<file path="src/bawt_pkg.sv">
`default_nettype none

package bawt_pkg;

    localparam int unsigned ADDR_W   = 32;
    localparam int unsigned WIDTH_W  = 2;
    localparam int unsigned CYCLES_W = 6;
    localparam int unsigned PAGE_W   = 20;
    localparam int unsigned SIZE_W   = 5;
    localparam int unsigned CTRL_W   = 4;
    localparam int unsigned CFG_IDX_W  = 3;
    localparam int unsigned CFG_DATA_W = PAGE_W;
    localparam int unsigned ROW_W    = 4;
    localparam int unsigned COL_W    = 3;
    localparam int unsigned PAGE_SHIFT = 12;

    localparam logic [CFG_IDX_W-1:0] REG_ITCM_BASE = 3'd0;
    localparam logic [CFG_IDX_W-1:0] REG_ITCM_SIZE = 3'd1;
    localparam logic [CFG_IDX_W-1:0] REG_DTCM_BASE = 3'd2;
    localparam logic [CFG_IDX_W-1:0] REG_DTCM_SIZE = 3'd3;
    localparam logic [CFG_IDX_W-1:0] REG_TCM_CTRL  = 3'd4;

    localparam logic [PAGE_W-1:0] DTCM_BASE_RESET = 20'd10176;

    localparam logic [WIDTH_W-1:0] WIDTH_BYTE  = 2'd0;
    localparam logic [WIDTH_W-1:0] WIDTH_HALF  = 2'd1;
    localparam logic [WIDTH_W-1:0] WIDTH_WORD  = 2'd2;
    localparam logic [WIDTH_W-1:0] WIDTH_BAD   = 2'd3;

    localparam int unsigned CTRL_DTCM_EN = 0;
    localparam int unsigned CTRL_DTCM_LD = 1;
    localparam int unsigned CTRL_ITCM_EN = 2;
    localparam int unsigned CTRL_ITCM_LD = 3;

    localparam logic [SIZE_W-1:0] SIZE_MIN = 5'd3;
    localparam logic [SIZE_W-1:0] SIZE_MAX = 5'd23;
    localparam logic [ADDR_W:0]   WINDOW_UNIT = 33'd512;

    localparam logic [CYCLES_W-1:0] TCM_CYCLES = 6'd1;

    typedef logic [0:8][0:7][CYCLES_W-1:0] timing_table_t;

    // columns: code ns32, s32, ns16, s16, data ns32, s32, ns16, s16
    localparam timing_table_t TIMING_ROWS = '{
        '{6'd18, 6'd18, 6'd9,  6'd9,  6'd20, 6'd4,  6'd18, 6'd2 },
        '{6'd8,  6'd8,  6'd4,  6'd4,  6'd8,  6'd2,  6'd8,  6'd2 },
        '{6'd8,  6'd8,  6'd4,  6'd4,  6'd8,  6'd2,  6'd8,  6'd2 },
        '{6'd10, 6'd10, 6'd5,  6'd5,  6'd10, 6'd4,  6'd8,  6'd2 },
        '{6'd10, 6'd10, 6'd5,  6'd5,  6'd10, 6'd4,  6'd8,  6'd2 },
        '{6'd8,  6'd8,  6'd4,  6'd4,  6'd8,  6'd2,  6'd8,  6'd2 },
        '{6'd38, 6'd38, 6'd19, 6'd19, 6'd38, 6'd24, 6'd26, 6'd12},
        '{6'd0,  6'd0,  6'd0,  6'd0,  6'd26, 6'd20, 6'd26, 6'd20},
        '{6'd8,  6'd8,  6'd4,  6'd4,  6'd8,  6'd2,  6'd8,  6'd2 }
    };

    typedef struct packed {
        logic             hit;
        logic [ROW_W-1:0] row;
    } region_t;

    function automatic region_t region_decode(input logic [7:0] top);
        region_t r;
        r.hit = 1'b1;
        r.row = '0;
        unique case (top)
            8'h02: r.row = 4'd0;
            8'h03: r.row = 4'd1;
            8'h04: r.row = 4'd2;
            8'h05: r.row = 4'd3;
            8'h06: r.row = 4'd4;
            8'h07: r.row = 4'd5;
            8'h08: r.row = 4'd6;
            8'h09: r.row = 4'd6;
            8'h0A: r.row = 4'd7;
            8'hFF: r.row = 4'd8;
            default: r.hit = 1'b0;
        endcase
        return r;
    endfunction

    function automatic logic window_hit(
        input logic [ADDR_W-1:0] addr,
        input logic [PAGE_W-1:0] page,
        input logic [SIZE_W-1:0] code
    );
        logic [SIZE_W-1:0] clamped;
        logic [ADDR_W:0]   base;
        logic [ADDR_W:0]   limit;
        logic [ADDR_W:0]   a;
        clamped = code;
        if (code < SIZE_MIN)
        begin
            clamped = SIZE_MIN;
        end
        else if (code > SIZE_MAX)
        begin
            clamped = SIZE_MAX;
        end
        base  = {1'b0, page, {PAGE_SHIFT{1'b0}}};
        limit = base + (WINDOW_UNIT << clamped);
        a     = {1'b0, addr};
        return (code != '0) && (a >= base) && (a < limit);
    endfunction

endpackage

`default_nettype wire

</file>
<file path="src/bawt_acc_if.sv">
`default_nettype none

interface bawt_acc_if;
    import bawt_pkg::*;

    logic                valid;
    logic                ready;
    logic [ADDR_W-1:0]   address;
    logic [WIDTH_W-1:0]  width_code;
    logic                is_write;
    logic                is_code;

    modport source (output valid, address, width_code, is_write, is_code, input ready);
    modport sink   (input valid, address, width_code, is_write, is_code, output ready);
endinterface

`default_nettype wire

</file>
<file path="src/bawt_res_if.sv">
`default_nettype none

interface bawt_res_if;
    import bawt_pkg::*;

    logic                valid;
    logic                ready;
    logic [CYCLES_W-1:0] wait_cycles;
    logic                sequential;
    logic                error;

    modport source (output valid, wait_cycles, sequential, error, input ready);
    modport sink   (input valid, wait_cycles, sequential, error, output ready);
endinterface

`default_nettype wire

</file>
<file path="src/bawt_cfg_if.sv">
`default_nettype none

interface bawt_cfg_if;
    import bawt_pkg::*;

    logic                  valid;
    logic                  ready;
    logic [CFG_IDX_W-1:0]  index;
    logic [CFG_DATA_W-1:0] data;

    modport source (output valid, index, data, input ready);
    modport sink   (input valid, index, data, output ready);
endinterface

`default_nettype wire

</file>
<file path="src/bus_access_wait_timing.sv">
// Bus access wait-cycle timing.
// acc: one beat per bus access (address, width_code, is_write, is_code).
// res: one beat per access (wait_cycles, sequential, error), in order.
// cfg: register writes (index, data); always ready, write only while idle.
//   0 ITCM base page, 1 ITCM size code, 2 DTCM base page,
//   3 DTCM size code, 4 TCM control.
// A beat taken on acc passes through the input register and then the
// result register to res. Throughput: one access per cycle unless res
// stalls; the last-address registers update as an access moves into the
// result register, so the next access sees them. When res stalls, the
// result register holds, the input register fills, and acc.ready drops;
// it rises again in the cycle res takes a beat.
// Reset clears both pipeline stages and the last code and data addresses
// and loads the register reset values (DTCM base page 10176, rest zero).
// An unsupported width returns error with zero cycles and leaves the last
// addresses untouched.
`default_nettype none

module bus_access_wait_timing
    import bawt_pkg::*;
(
    input  wire         clk,
    input  wire         rst_n,
    bawt_acc_if.sink    acc,
    bawt_res_if.source  res,
    bawt_cfg_if.sink    cfg
);

    logic [PAGE_W-1:0] itcm_base_reg;
    logic [SIZE_W-1:0] itcm_span_reg;
    logic [PAGE_W-1:0] dtcm_base_reg;
    logic [SIZE_W-1:0] dtcm_span_reg;
    logic [CTRL_W-1:0] tcm_ctrl_reg;

    logic [ADDR_W-1:0] last_code_reg;
    logic [ADDR_W-1:0] last_data_reg;

    logic               s1_valid_reg;
    logic [ADDR_W-1:0]  s1_addr_reg;
    logic [WIDTH_W-1:0] s1_width_reg;
    logic               s1_write_reg;
    logic               s1_code_reg;

    logic                out_valid_reg;
    logic [CYCLES_W-1:0] out_cycles_reg;
    logic                out_seq_reg;
    logic                out_err_reg;

    logic                s1_advance;
    logic                code_fetch;
    logic                bad_width;
    logic [ADDR_W-1:0]   prev_addr;
    logic                seq;
    logic                itcm_hit;
    logic                dtcm_hit;
    region_t             region;
    logic [COL_W-1:0]    col;
    logic [CYCLES_W-1:0] cycles_next;
    logic                seq_next;

    assign cfg.ready = 1'b1;

    always_ff @(posedge clk or negedge rst_n)
    begin
        if (!rst_n)
        begin
            itcm_base_reg <= '0;
            itcm_span_reg <= '0;
            dtcm_base_reg <= DTCM_BASE_RESET;
            dtcm_span_reg <= '0;
            tcm_ctrl_reg  <= '0;
        end
        else if (cfg.valid)
        begin
            unique case (cfg.index)
                REG_ITCM_BASE: itcm_base_reg <= cfg.data;
                REG_ITCM_SIZE: itcm_span_reg <= cfg.data[SIZE_W-1:0];
                REG_DTCM_BASE: dtcm_base_reg <= cfg.data;
                REG_DTCM_SIZE: dtcm_span_reg <= cfg.data[SIZE_W-1:0];
                REG_TCM_CTRL:  tcm_ctrl_reg  <= cfg.data[CTRL_W-1:0];
                default: ;
            endcase
        end
    end

    assign s1_advance = !out_valid_reg || res.ready;
    assign acc.ready  = !s1_valid_reg || s1_advance;

    always_ff @(posedge clk or negedge rst_n)
    begin
        if (!rst_n)
        begin
            s1_valid_reg <= 1'b0;
        end
        else if (acc.ready)
        begin
            s1_valid_reg <= acc.valid;
        end
    end

    always_ff @(posedge clk)
    begin
        if (acc.ready && acc.valid)
        begin
            s1_addr_reg  <= acc.address;
            s1_width_reg <= acc.width_code;
            s1_write_reg <= acc.is_write;
            s1_code_reg  <= acc.is_code;
        end
    end

    assign code_fetch = !s1_write_reg && s1_code_reg;
    assign bad_width  = (s1_width_reg == WIDTH_BAD);
    assign prev_addr  = code_fetch ? last_code_reg : last_data_reg;
    assign seq        = (s1_addr_reg == prev_addr + 32'd4)
                     || (s1_addr_reg == prev_addr + 32'd2);

    assign itcm_hit = tcm_ctrl_reg[CTRL_ITCM_EN]
                   && (s1_write_reg || !tcm_ctrl_reg[CTRL_ITCM_LD])
                   && window_hit(s1_addr_reg, itcm_base_reg, itcm_span_reg);
    assign dtcm_hit = tcm_ctrl_reg[CTRL_DTCM_EN]
                   && (s1_write_reg || !tcm_ctrl_reg[CTRL_DTCM_LD])
                   && window_hit(s1_addr_reg, dtcm_base_reg, dtcm_span_reg);

    assign region = region_decode(s1_addr_reg[ADDR_W-1 -: 8]);
    assign col    = {!code_fetch || (s1_width_reg == WIDTH_BYTE),
                     s1_width_reg != WIDTH_WORD,
                     seq};

    always_comb
    begin
        priority if (bad_width)
        begin
            cycles_next = '0;
        end
        else if (itcm_hit || dtcm_hit)
        begin
            cycles_next = TCM_CYCLES;
        end
        else if (region.hit)
        begin
            cycles_next = TIMING_ROWS[region.row][col];
        end
        else
        begin
            cycles_next = '0;
        end
    end

    assign seq_next = seq && !bad_width;

    always_ff @(posedge clk or negedge rst_n)
    begin
        if (!rst_n)
        begin
            last_code_reg <= '0;
            last_data_reg <= '0;
        end
        else if (s1_valid_reg && s1_advance && !bad_width)
        begin
            if (code_fetch)
            begin
                last_code_reg <= s1_addr_reg;
            end
            else
            begin
                last_data_reg <= s1_addr_reg;
            end
        end
    end

    always_ff @(posedge clk or negedge rst_n)
    begin
        if (!rst_n)
        begin
            out_valid_reg <= 1'b0;
        end
        else if (s1_advance)
        begin
            out_valid_reg <= s1_valid_reg;
        end
    end

    always_ff @(posedge clk)
    begin
        if (s1_advance && s1_valid_reg)
        begin
            out_cycles_reg <= cycles_next;
            out_seq_reg    <= seq_next;
            out_err_reg    <= bad_width;
        end
    end

    assign res.valid       = out_valid_reg;
    assign res.wait_cycles = out_cycles_reg;
    assign res.sequential  = out_seq_reg;
    assign res.error       = out_err_reg;

endmodule

`default_nettype wire

</file>
<file path="src/flat_wrapper.sv">
// flat-port wrapper written by rule: the top's interface ports become plain ports
module bus_access_wait_timing_flat import bawt_pkg::*;
  (clk, rst_n, acc_valid, acc_address, acc_width_code, acc_is_write, acc_is_code, acc_ready, res_valid, res_wait_cycles, res_sequential, res_error, res_ready, cfg_valid, cfg_index, cfg_data, cfg_ready);
  bawt_acc_if acc_i ();
  bawt_res_if res_i ();
  bawt_cfg_if cfg_i ();
  input  wire clk;
  input  wire rst_n;
  input wire logic [$bits(acc_i.valid)-1:0] acc_valid;
  input wire logic [$bits(acc_i.address)-1:0] acc_address;
  input wire logic [$bits(acc_i.width_code)-1:0] acc_width_code;
  input wire logic [$bits(acc_i.is_write)-1:0] acc_is_write;
  input wire logic [$bits(acc_i.is_code)-1:0] acc_is_code;
  output wire logic [$bits(acc_i.ready)-1:0] acc_ready;
  output wire logic [$bits(res_i.valid)-1:0] res_valid;
  output wire logic [$bits(res_i.wait_cycles)-1:0] res_wait_cycles;
  output wire logic [$bits(res_i.sequential)-1:0] res_sequential;
  output wire logic [$bits(res_i.error)-1:0] res_error;
  input wire logic [$bits(res_i.ready)-1:0] res_ready;
  input wire logic [$bits(cfg_i.valid)-1:0] cfg_valid;
  input wire logic [$bits(cfg_i.index)-1:0] cfg_index;
  input wire logic [$bits(cfg_i.data)-1:0] cfg_data;
  output wire logic [$bits(cfg_i.ready)-1:0] cfg_ready;
  assign acc_i.valid = acc_valid;
  assign acc_i.address = acc_address;
  assign acc_i.width_code = acc_width_code;
  assign acc_i.is_write = acc_is_write;
  assign acc_i.is_code = acc_is_code;
  assign acc_ready = acc_i.ready;
  assign res_valid = res_i.valid;
  assign res_wait_cycles = res_i.wait_cycles;
  assign res_sequential = res_i.sequential;
  assign res_error = res_i.error;
  assign res_i.ready = res_ready;
  assign cfg_i.valid = cfg_valid;
  assign cfg_i.index = cfg_index;
  assign cfg_i.data = cfg_data;
  assign cfg_ready = cfg_i.ready;
  bus_access_wait_timing u_core (.clk(clk), .rst_n(rst_n), .acc(acc_i), .res(res_i), .cfg(cfg_i));
endmodule
</file>
<file path="config.mk">
export PLATFORM = sky130hd
export DESIGN_NAME = bus_access_wait_timing_flat
export DESIGN_NICKNAME = d
export VERILOG_FILES = /design/src/bawt_pkg.sv /design/src/bawt_acc_if.sv /design/src/bawt_res_if.sv /design/src/bawt_cfg_if.sv /design/src/bus_access_wait_timing.sv /design/src/flat_wrapper.sv
export SDC_FILE = /design/constraint.sdc
export NUM_CORES = 1
export LEC_CHECK = 0
export BUFFER_PORTS_ARGS = -buffer_cell sky130_fd_sc_hd__buf_4
export CORE_ASPECT_RATIO = 1.5
export CORE_MARGIN = 1
export CORE_UTILIZATION = 65
export DETAILED_ROUTE_END_ITERATION = 10
export GPL_TIMING_DRIVEN = 0
export PLACE_DENSITY = 0.84
export SLEW_MARGIN = 20
export SYNTH_ARGS = -nofsm -noshare
export SYNTH_HDL_FRONTEND = slang
export SYNTH_SLANG_ARGS = --single-unit
export TNS_END_PERCENT = 10
</file>
<file path="constraint.sdc">
create_clock -name clk -period 8.3 [get_ports clk]
set_input_delay 1.245 -clock clk [delete_from_list [all_inputs] [get_ports clk]]
set_output_delay 1.245 -clock clk [all_outputs]
set_load 0.1 [all_outputs]
</file>
## Word level (Yosys, flattened, before mapping)

Memory sizes are Yosys's and may differ from the RTL's.
Cells that the tools add are included.

| storage, ports and cells | value |
|---|---|
| flip-flop bits (word level) | 164 |
| bits in read-only memories | 768 |
| input bits | 64 |
| output and inout port bits | 11 |
| logic and storage cells | 111 |
| memories | 1 |

Memories:

| name | depth | width | rd ports | clocked after Yosys merged registers in | wr ports | line | RTL |
|---|---|---|---|---|---|---|---|
| (name not given) | 16 | 48 | 1 | 0 | 0 | bus_access_wait_timing.sv:142 | `cycles_next = TIMING_ROWS[region.row][col];` |

| operators by class | value |
|---|---|
| add/sub/neg operators | 4 |
| order comparisons | 10 |
| equal/unequal tests | 18 |
| shift-type cells | 2 |
| muxes and demuxes | 14 |
| bitwise operators | 4 |
| reductions and logical operators | 41 |

Operators with widths:

| cell | count |
|---|---|
| 48-bit 2-to-1 mux | 2 |
| 32-bit by 33-bit adder with 33-bit output | 2 |
| 32-bit by 33-bit < comparator with 1-bit output | 2 |
| 10-bit by 5-bit << shifter with 33-bit output, first input constant | 2 |
| 32-bit equality test | 2 |
| 32-bit greater-or-equal comparator | 2 |
| 32-bit by 2-bit adder with 32-bit output, second input constant | 1 |
| 32-bit by 3-bit adder with 32-bit output, second input constant | 1 |
| 8-bit by 3-bit equality test with 1-bit output, second input constant | 4 |
| 32-bit 2-to-1 mux | 1 |
| 4-bit case mux with 8 select lines | 1 |
| 8-bit by 4-bit equality test with 1-bit output, second input constant | 3 |
| 5-bit 2-to-1 mux | 4 |
| 6-bit binary-select mux with 3-bit select | 1 |
| 8-bit by 2-bit equality test with 1-bit output, second input constant | 2 |
| 2-bit AND reduction | 7 |
| 1-bit logical AND | 13 |
| 6-bit 2-to-1 mux | 2 |
| 5-bit > comparator, second input constant | 2 |
| 5-bit by 2-bit < comparator with 1-bit output, second input constant | 2 |
| 5-bit nonzero test | 2 |
| 10-bit OR reduction | 1 |
| 8-bit equality test, second input constant | 1 |
| 1-bit zero test | 7 |
| other kinds (16) | 26 |

## Depth between registers and ports, before layout

Gate-level depths: netlist of run 1.

| depth | value |
|---|---|
| depth after elaboration | 12 |
| depth in mapped cells | 27 |
| gate-level depth less buffers | 26 |

## Least setup slack after synthesis of run 1

No wires, ideal clock.

| path | value |
|---|---|
| kind | reg2reg |
| from | register u_core.itcm_span_reg[2] |
| to | register u_core.out_cycles_reg[1], in the netlist u_core.res.wait_cycles[1] (data pin) |
| data arrival time | 5.262 ns |
| data required time | 8.031 ns |
| slack | 2.769 ns |
| stages on the path, launching flop included | 27 |
| path buffers | 1 |
| cell sequence | dfrtp_1 -> clkbuf_1 -> or3b_2 -> or3_1 -> inv_1 -> ha_1 -> a21o_1 -> a21oi_1 -> nor2b_1 -> o21a_1 -> o41ai_1 -> o21ai_0 -> o21ai_0 -> nand2_1 -> a41oi_1 -> nand2b_1 -> xnor2_1 -> ha_1 -> a211o_1 -> a211o_1 -> a31oi_1 -> nor2_1 -> a21o_1 -> a311oi_1 -> a31o_2 -> or3_1 -> nor4_1 |

| between the ends | value |
|---|---|
| longest elaborated chain between the ends | 10 |
| elaborated cells on any way between the ends | 13 |
| classes of those cells | add/sub: 1; order compare: 3; shift: 1; mux: 2; reduce/logical: 6 |

Ends and longest elaborated chain:

| what | line | RTL |
|---|---|---|
| start: declaration | bus_access_wait_timing.sv:30 | `logic [SIZE_W-1:0] itcm_span_reg;` |
| start signal: assignment | bus_access_wait_timing.sv:77 | `REG_ITCM_SIZE: itcm_span_reg <= cfg.data[SIZE_W-1:0];` |
| 5-bit > comparator | bawt_pkg.sv:95 | `else if (code > SIZE_MAX)` |
| 5-bit 2-to-1 mux | bawt_pkg.sv:95 |  |
| 5-bit 2-to-1 mux | bawt_pkg.sv:91 | `if (code < SIZE_MIN)` |
| 10-bit by 5-bit << shifter with 33-bit output | bawt_pkg.sv:100 | `limit = base + (WINDOW_UNIT << clamped);` |
| 32-bit by 33-bit adder with 33-bit output | bawt_pkg.sv:100 |  |
| 32-bit by 33-bit < comparator with 1-bit output | bawt_pkg.sv:102 | `return (code != '0) && (a >= base) && (a < limit);` |
| 1-bit logical AND * | bawt_pkg.sv:102 |  |
| 1-bit logical AND * | bus_access_wait_timing.sv:120 | `&& window_hit(s1_addr_reg, itcm_base_reg, itcm_span_reg);` |
| 1-bit logical OR * | bus_access_wait_timing.sv:136 | `else if (itcm_hit \|\| dtcm_hit)` |
| 3-bit OR reduction (no source line) * | - |  |
| end signal: assignment | bus_access_wait_timing.sv:188 | `out_cycles_reg <= cycles_next;` |
| end: declaration | bus_access_wait_timing.sv:45 | `logic [CYCLES_W-1:0] out_cycles_reg;` |

Every way passes the cells marked *; elsewhere a longest branch is shown, timed or not.
A chain may end at the register's enable or synchronous reset.

## Final worst setup path of run 1

Same ends and word-level chain as after synthesis.

==> results of run 1 <==
synth_stat cells, types with 21 or more instances:
library cell,n,area [um^2]
a21oi_1,58,290
o21ai_0,80,400
xnor2_1,58,508
mux2i_1,46,460
a21o_1,35,263
inv_1,64,240
nand4_1,23,144
xor2_1,38,333
clkbuf_1,31,116
nand2_1,162,608
nor3_1,44,220
dfrtp_1,114,2850
edfxtp_1,44,1320
mux2_2,81,912
nor2_1,81,304
ha_1,132,1650
nand2b_1,21,131
nand3_1,30,150
nor2b_1,22,138
placed cells by master (no fill, tap or decap), types with 46 or more instances in the layout:
master / n
a21oi_1: 58
buf_4: 74
xnor2_1: 58
nand2_1: 162
nor2_1: 81
mux2_2: 81
o21ai_0: 80
inv_1: 64
dfrtp_1: 114
ha_1: 132
mux2i_1: 46
critical path, delay by kind of cell (launching register included):
kind            cells  cell delay, ns
xor+xnor            1            0.14
simple gates        8            1.72
buf+inv             2            0.41
fa+ha+maj           2            0.41
compound gates     13            3.76
flops               1            0.36
kinds of logic after synthesis:
family                   after synthesis  share of synthesized area (%)
AO/OA/AOI/OAI                        279                           13.9
XOR/XNOR                             100                           6.97
adder cells (fa/ha/maj)              134                           13.0
buffers and inverters                107                           3.67
flip-flops                           164                           33.3
multiplexers                         134                           11.5
other                                  1                         0.0288
AND/OR/NAND/NOR                      465                           17.7
report_power, final:
part	switching, W	total [W]	internal (W)
clock	0.000352	0.000768	0.000416
combinational	0.000742	0.00130	0.000555
sequential	0.000155	0.00115	0.000995
total	0.00125	0.00322	0.00197
routing by layer:
metal	part of all wire, %	GRT usage, %	up-vias
li1	-	-	5215
met1	34	34.3	5346
met2	53	67.9	407
met3	4.6	5.22	170
met4	8.6	31.4	0
met5	0	0	-
area by class of cell:
type / count / area, um^2 / share of cell area [%]
tap: 260 / 325 / 2.24
timing repair buffer: 75 / 599 / 4.13
sequential: 164 / 4330 / 29.9
inverter: 64 / 240 / 1.66
clock buffer: 18 / 429 / 2.96
buffer: 43 / 236 / 1.63
multi-input combinational: 1119 / 8220 / 56.6
clock inverter: 14 / 128 / 0.880
per-stage QoR:
| stage | hold WS [ns] | util (%) | setup slack, ns | area, um^2 | instances |
|---|---|---|---|---|---|
| detailed placement | 0.483 | 70.8 | 1.41 | 14000 | 1725 |
| finish | 0.504 | 73.6 | 1.25 | 14500 | 1757 |
| floorplan | 0.449 | - | 2.77 | 13000 | 1390 |
| global placement | 0.461 | 70.5 | 1.55 | 13900 | 1723 |
| global route | 0.520 | 73.6 | 0.929 | 14500 | 1757 |
| CTS | 0.503 | 73.6 | 1.37 | 14500 | 1757 |
worst paths after layout:
path	slack, ns	to	start	cells after the start
max	1.25	u_core.res.wait_cycles[1]$_SDFFCE_PP0P_	u_core.itcm_span_reg[2]$_DFFE_PN0P_	26
min	0.50	u_core.res.valid$_DFFE_PN0P_	u_core.s1_valid_reg$_DFFE_PN0N_	1
max reg2reg	1.25	u_core.res.wait_cycles[1]$_SDFFCE_PP0P_	u_core.itcm_span_reg[2]$_DFFE_PN0P_	26
min reg2reg	0.50	u_core.res.valid$_DFFE_PN0P_	u_core.s1_valid_reg$_DFFE_PN0N_	1
max in group asynchronous	6.76	u_core.dtcm_base_reg[13]$_DFFE_PN1P_	rst_n	2
min in group asynchronous	0.78	u_core.last_data_reg[31]$_DFFE_PN0P_	rst_n	1
==> metrics, run 1 <==
status=finished, final reports clean; I/O pins=75; Initial Utilization=66.0%; RSZ-0062 raised after global routing=false; post-synthesis sequential area ratio=between 30% and 40%; clk_skew=~0.010 ns; Clk Latency, worst-skew pair=between 0.4 and 0.5 ns; Overflow after GRT=0; Wirelength per Cell=~21 um; Crit path required time=around 8.5 ns; CTS resizes=0; cell area after synthesis=roughly 0.013 mm^2; routed vias/inst=around 6.3; drt drc=0; number of global-route vias before repair=11544; Fin Setup TNS=0 ns; PD cells=around 220 mW/mm^2; ANT cells=0; Die Ht=175 um; Worst-Margin Slew=between 1 and 1.5 ns; GRT Total Usage=36.3%; biggest cell delay along the critical path=approximately 0.62 ns; post-CTS setup buffers=0; Peak Freq=about 0.14 GHz; Hold Violations, Final=0; Fill cells=approximately 1500; Yosys cell types=84; layout cell share with drive strength beyond 1=between 10% and 20%; slew margin rel.=between 20% and 30%; cell chosen for the clock root=clkbuf_16; hold buffer count at cts=0; drt pass-1 iters=5; initial antenna violation count=0; CTS Buffer Depth=2; Core Area=~0.020 mm^2; power after layout=around 0.0032 W; CTS sink count=about 160; H-tree depth=4; Post-synth EDFFs=44; Critical Path Start Type=register; max-cap violations=0; first-pass GRT wire length=roughly 57000 um; worst min path class=register to register; Setup-failing EPs final=0; Die W=~120 um; Post-Route WL=approximately 36000 um; hpwl dp=28200 um; Synth Instances=~1400; I/O Buffers=73; DR vias=about 11000; Synth Register Bits=164; Syn. warnings=0; post-synthesis average cell area=between 9 and 10 um^2; Max FO, Critical Path=10; Nets=approximately 1700; slowest CP cell=o41ai_1; CTS tree=built; Tmin final=between 7 and 8 ns; largest net degree at the start of global routing=64; initial DRC count=750; crit path kind=register to register; area delta synth->final=11.6%; leakage dissipation=6.34 nW; VDD IR-drop max=roughly 0.15 mV; die area=0.0206 mm^2; critical path endpoint category=register; total CTS buffers=17; fin. max-slew vios=0; final period utilization=between 80% and 90%; clock slew at reported path FFs=0.07 ns; gpl congestion=roughly 0.97; Crit path arrival time=between 7 and 8 ns; Synth async-reset ratio=between 70% and 80%; Main synth FF type=dfrtp_1; Final ANT Viol Nets=0; Rows=between 60 and 70
Power figures use the tool's default switching activity.
==> inputs of run 2 (changes only) <==
CORE_UTILIZATION = 57   (was 65)
PLACE_DENSITY = 0.78   (was 0.84)
clock period = 5.8 ns   (was 8.3 ns; I/O delays follow)
==> metrics, run 2 (synthesized netlist as in run 1, its figures left out) <==
status=complete, but fails checks; violated checks=design-rule violations; Rows=67; biggest cell delay along the critical path=around 0.46 ns; initial antenna violation count=0; R2R Path End=u_core.res.wait_cycles[1]$_SDFFCE_PP0P_; Crit path arrival time=roughly 5.8 ns; cell chosen for the clock root=clkbuf_16; Critical Path Start Type=register; VDD IR-drop max=0.232 mV; Fin Setup TNS=0 ns; fin. max-slew vios=0; slew margin rel.=between 40% and 50%; RSZ-0062 raised after global routing=true; reg2reg setup slack=roughly 0.19 ns; number of global-route vias before repair=11207; CTS tree=built; PD cells=around 320 mW/mm^2; Layout Utilization=between 60% and 70%; area delta synth->final=13.2%; Hold Violations, Final=0; routed vias/inst=6.23; max-cap violations=0; GRT Total Usage=roughly a third; final period utilization=between 90% and 100%; Post-Route WL=about 36000 um; drt pass-1 iters=11; hold buffer count at cts=0; Clk Latency, worst-skew pair=approximately 0.44 ns; Worst-Margin Slew=approximately 0.8 ns; Die W=about 130 um; drt drc=3; Peak Freq=0.178 GHz; clk_skew=0.0135 ns; clock slew at reported path FFs=0.07 ns; Initial Utilization=58.1%; H-tree depth=4; Max FO, Critical Path=4; FF/Latch Area=around 0.0043 mm^2; Tmin final=around 5.6 ns; DR vias=11040; most common cell after layout, fill and taps aside=nand2_1; largest net degree at the start of global routing=69; Nets=~1700; layout cell share with drive strength beyond 1=18.2%; Die Ht=187 um; Setup-failing EPs final=0; total CTS buffers=17; Wirelength per Cell=a little over 20 um; R2R depth=25; Core Area=roughly 0.022 mm^2; most frequent cells in the layout=nand2_1 (162), ha_1 (131), dfrtp_1 (109), mux2_2 (81); Reg-to-Reg Start=u_core.itcm_span_reg[1]$_DFFE_PN0P_; slowest CP cell=or3b_4; I/O pins=75; area of the multi-input gates=~0.0083 mm^2; Overflow after GRT=0; first-pass GRT wire length=about 57000 um; gpl congestion=0.994; leakage dissipation=between 6 and 7 nW; Crit path required time=approximately 6.0 ns; crit path kind=register to register; CP delay by family, top=compound AO/OA/AOI/OAI gates; hpwl dp=28400 um; CTS Buffer Depth=2; CTS sink count=around 160; initial DRC count=slightly above 600; worst min path class=primary input to asynchronous set/reset pin; die area=0.0234 mm^2; critical path buffer and inverter count=1; Final ANT Viol Nets=0; Fill cells=about 1800; critical path endpoint category=register; I/O Buffers=between 70 and 80; ANT cells=0
run 2: power breakdown:
group / internal, W / leakage, nW / switching (W)
Sequential: 0.00142 / 1.85 / 0.000236
Combinational: 0.000817 / 4.27 / 0.00107
Clock: 0.000647 / 0.285 / 0.000515
run 2: per-stage QoR:
stage               hold WS (ns)  total power [W]  setup slack, ns  cell area [um^2]  cells
floorplan                  0.449          0.00297            0.269             13000   1390
global placement           0.467          0.00341            -1.20             13900   1739
detailed placement         0.494          0.00348            -1.23             14000   1741
CTS                        0.442          0.00469          0.00631             14700   1775
global route               0.478          0.00498          -0.0102             14700   1772
finish                     0.427          0.00471            0.186             14700   1772
run 2: timing repair:
item,CTS,global route
pin swaps,3,6
gates cloned,0,0
buffers inserted,5,1
endpoints found under the setup margin,6,6
resized for setup,21,17
run 2: routing by layer:
| layer | vias to the layer above | track usage [%] | wire, um |
|---|---|---|---|
| met1 | 5330 | 30.6 | 12800 |
| met3 | 146 | 4.69 | 1250 |
| met5 | - | 0 | 0 |
| li1 | 5227 | - | - |
| met2 | 337 | 60.7 | 19500 |
| met4 | 0 | 25.2 | 2810 |
run 2: worst max-delay path by stage:
stage / from / to / cells past startpoint
floorplan: u_core.itcm_span_reg[2]$_DFFE_PN0P_ / u_core.res.wait_cycles[1]$_SDFFCE_PP0P_ / 26
global placement: u_core.itcm_span_reg[2]$_DFFE_PN0P_ / u_core.res.wait_cycles[4]$_SDFFCE_PP0P_ / 26
detailed placement: u_core.itcm_span_reg[2]$_DFFE_PN0P_ / u_core.res.wait_cycles[4]$_SDFFCE_PP0P_ / 26
CTS: u_core.itcm_span_reg[4]$_DFFE_PN0P_ / u_core.res.wait_cycles[1]$_SDFFCE_PP0P_ / 22
global route: u_core.dtcm_span_reg[0]$_DFFE_PN0P_ / u_core.res.wait_cycles[4]$_SDFFCE_PP0P_ / 26
finish: u_core.itcm_span_reg[1]$_DFFE_PN0P_ / u_core.res.wait_cycles[1]$_SDFFCE_PP0P_ / 25
run 2: final cells by class:
| class | count | area share [%] |
|---|---|---|
| multi-input combinational | 1119 | 56.7 |
| sequential | 164 | 29.5 |
| timing repair buffer | 81 | 4.38 |
| clock buffer | 18 | 2.92 |
| tap | 276 | 2.35 |
| inverter | 64 | 1.63 |
| buffer | 36 | 1.45 |
| clock inverter | 14 | 1.10 |
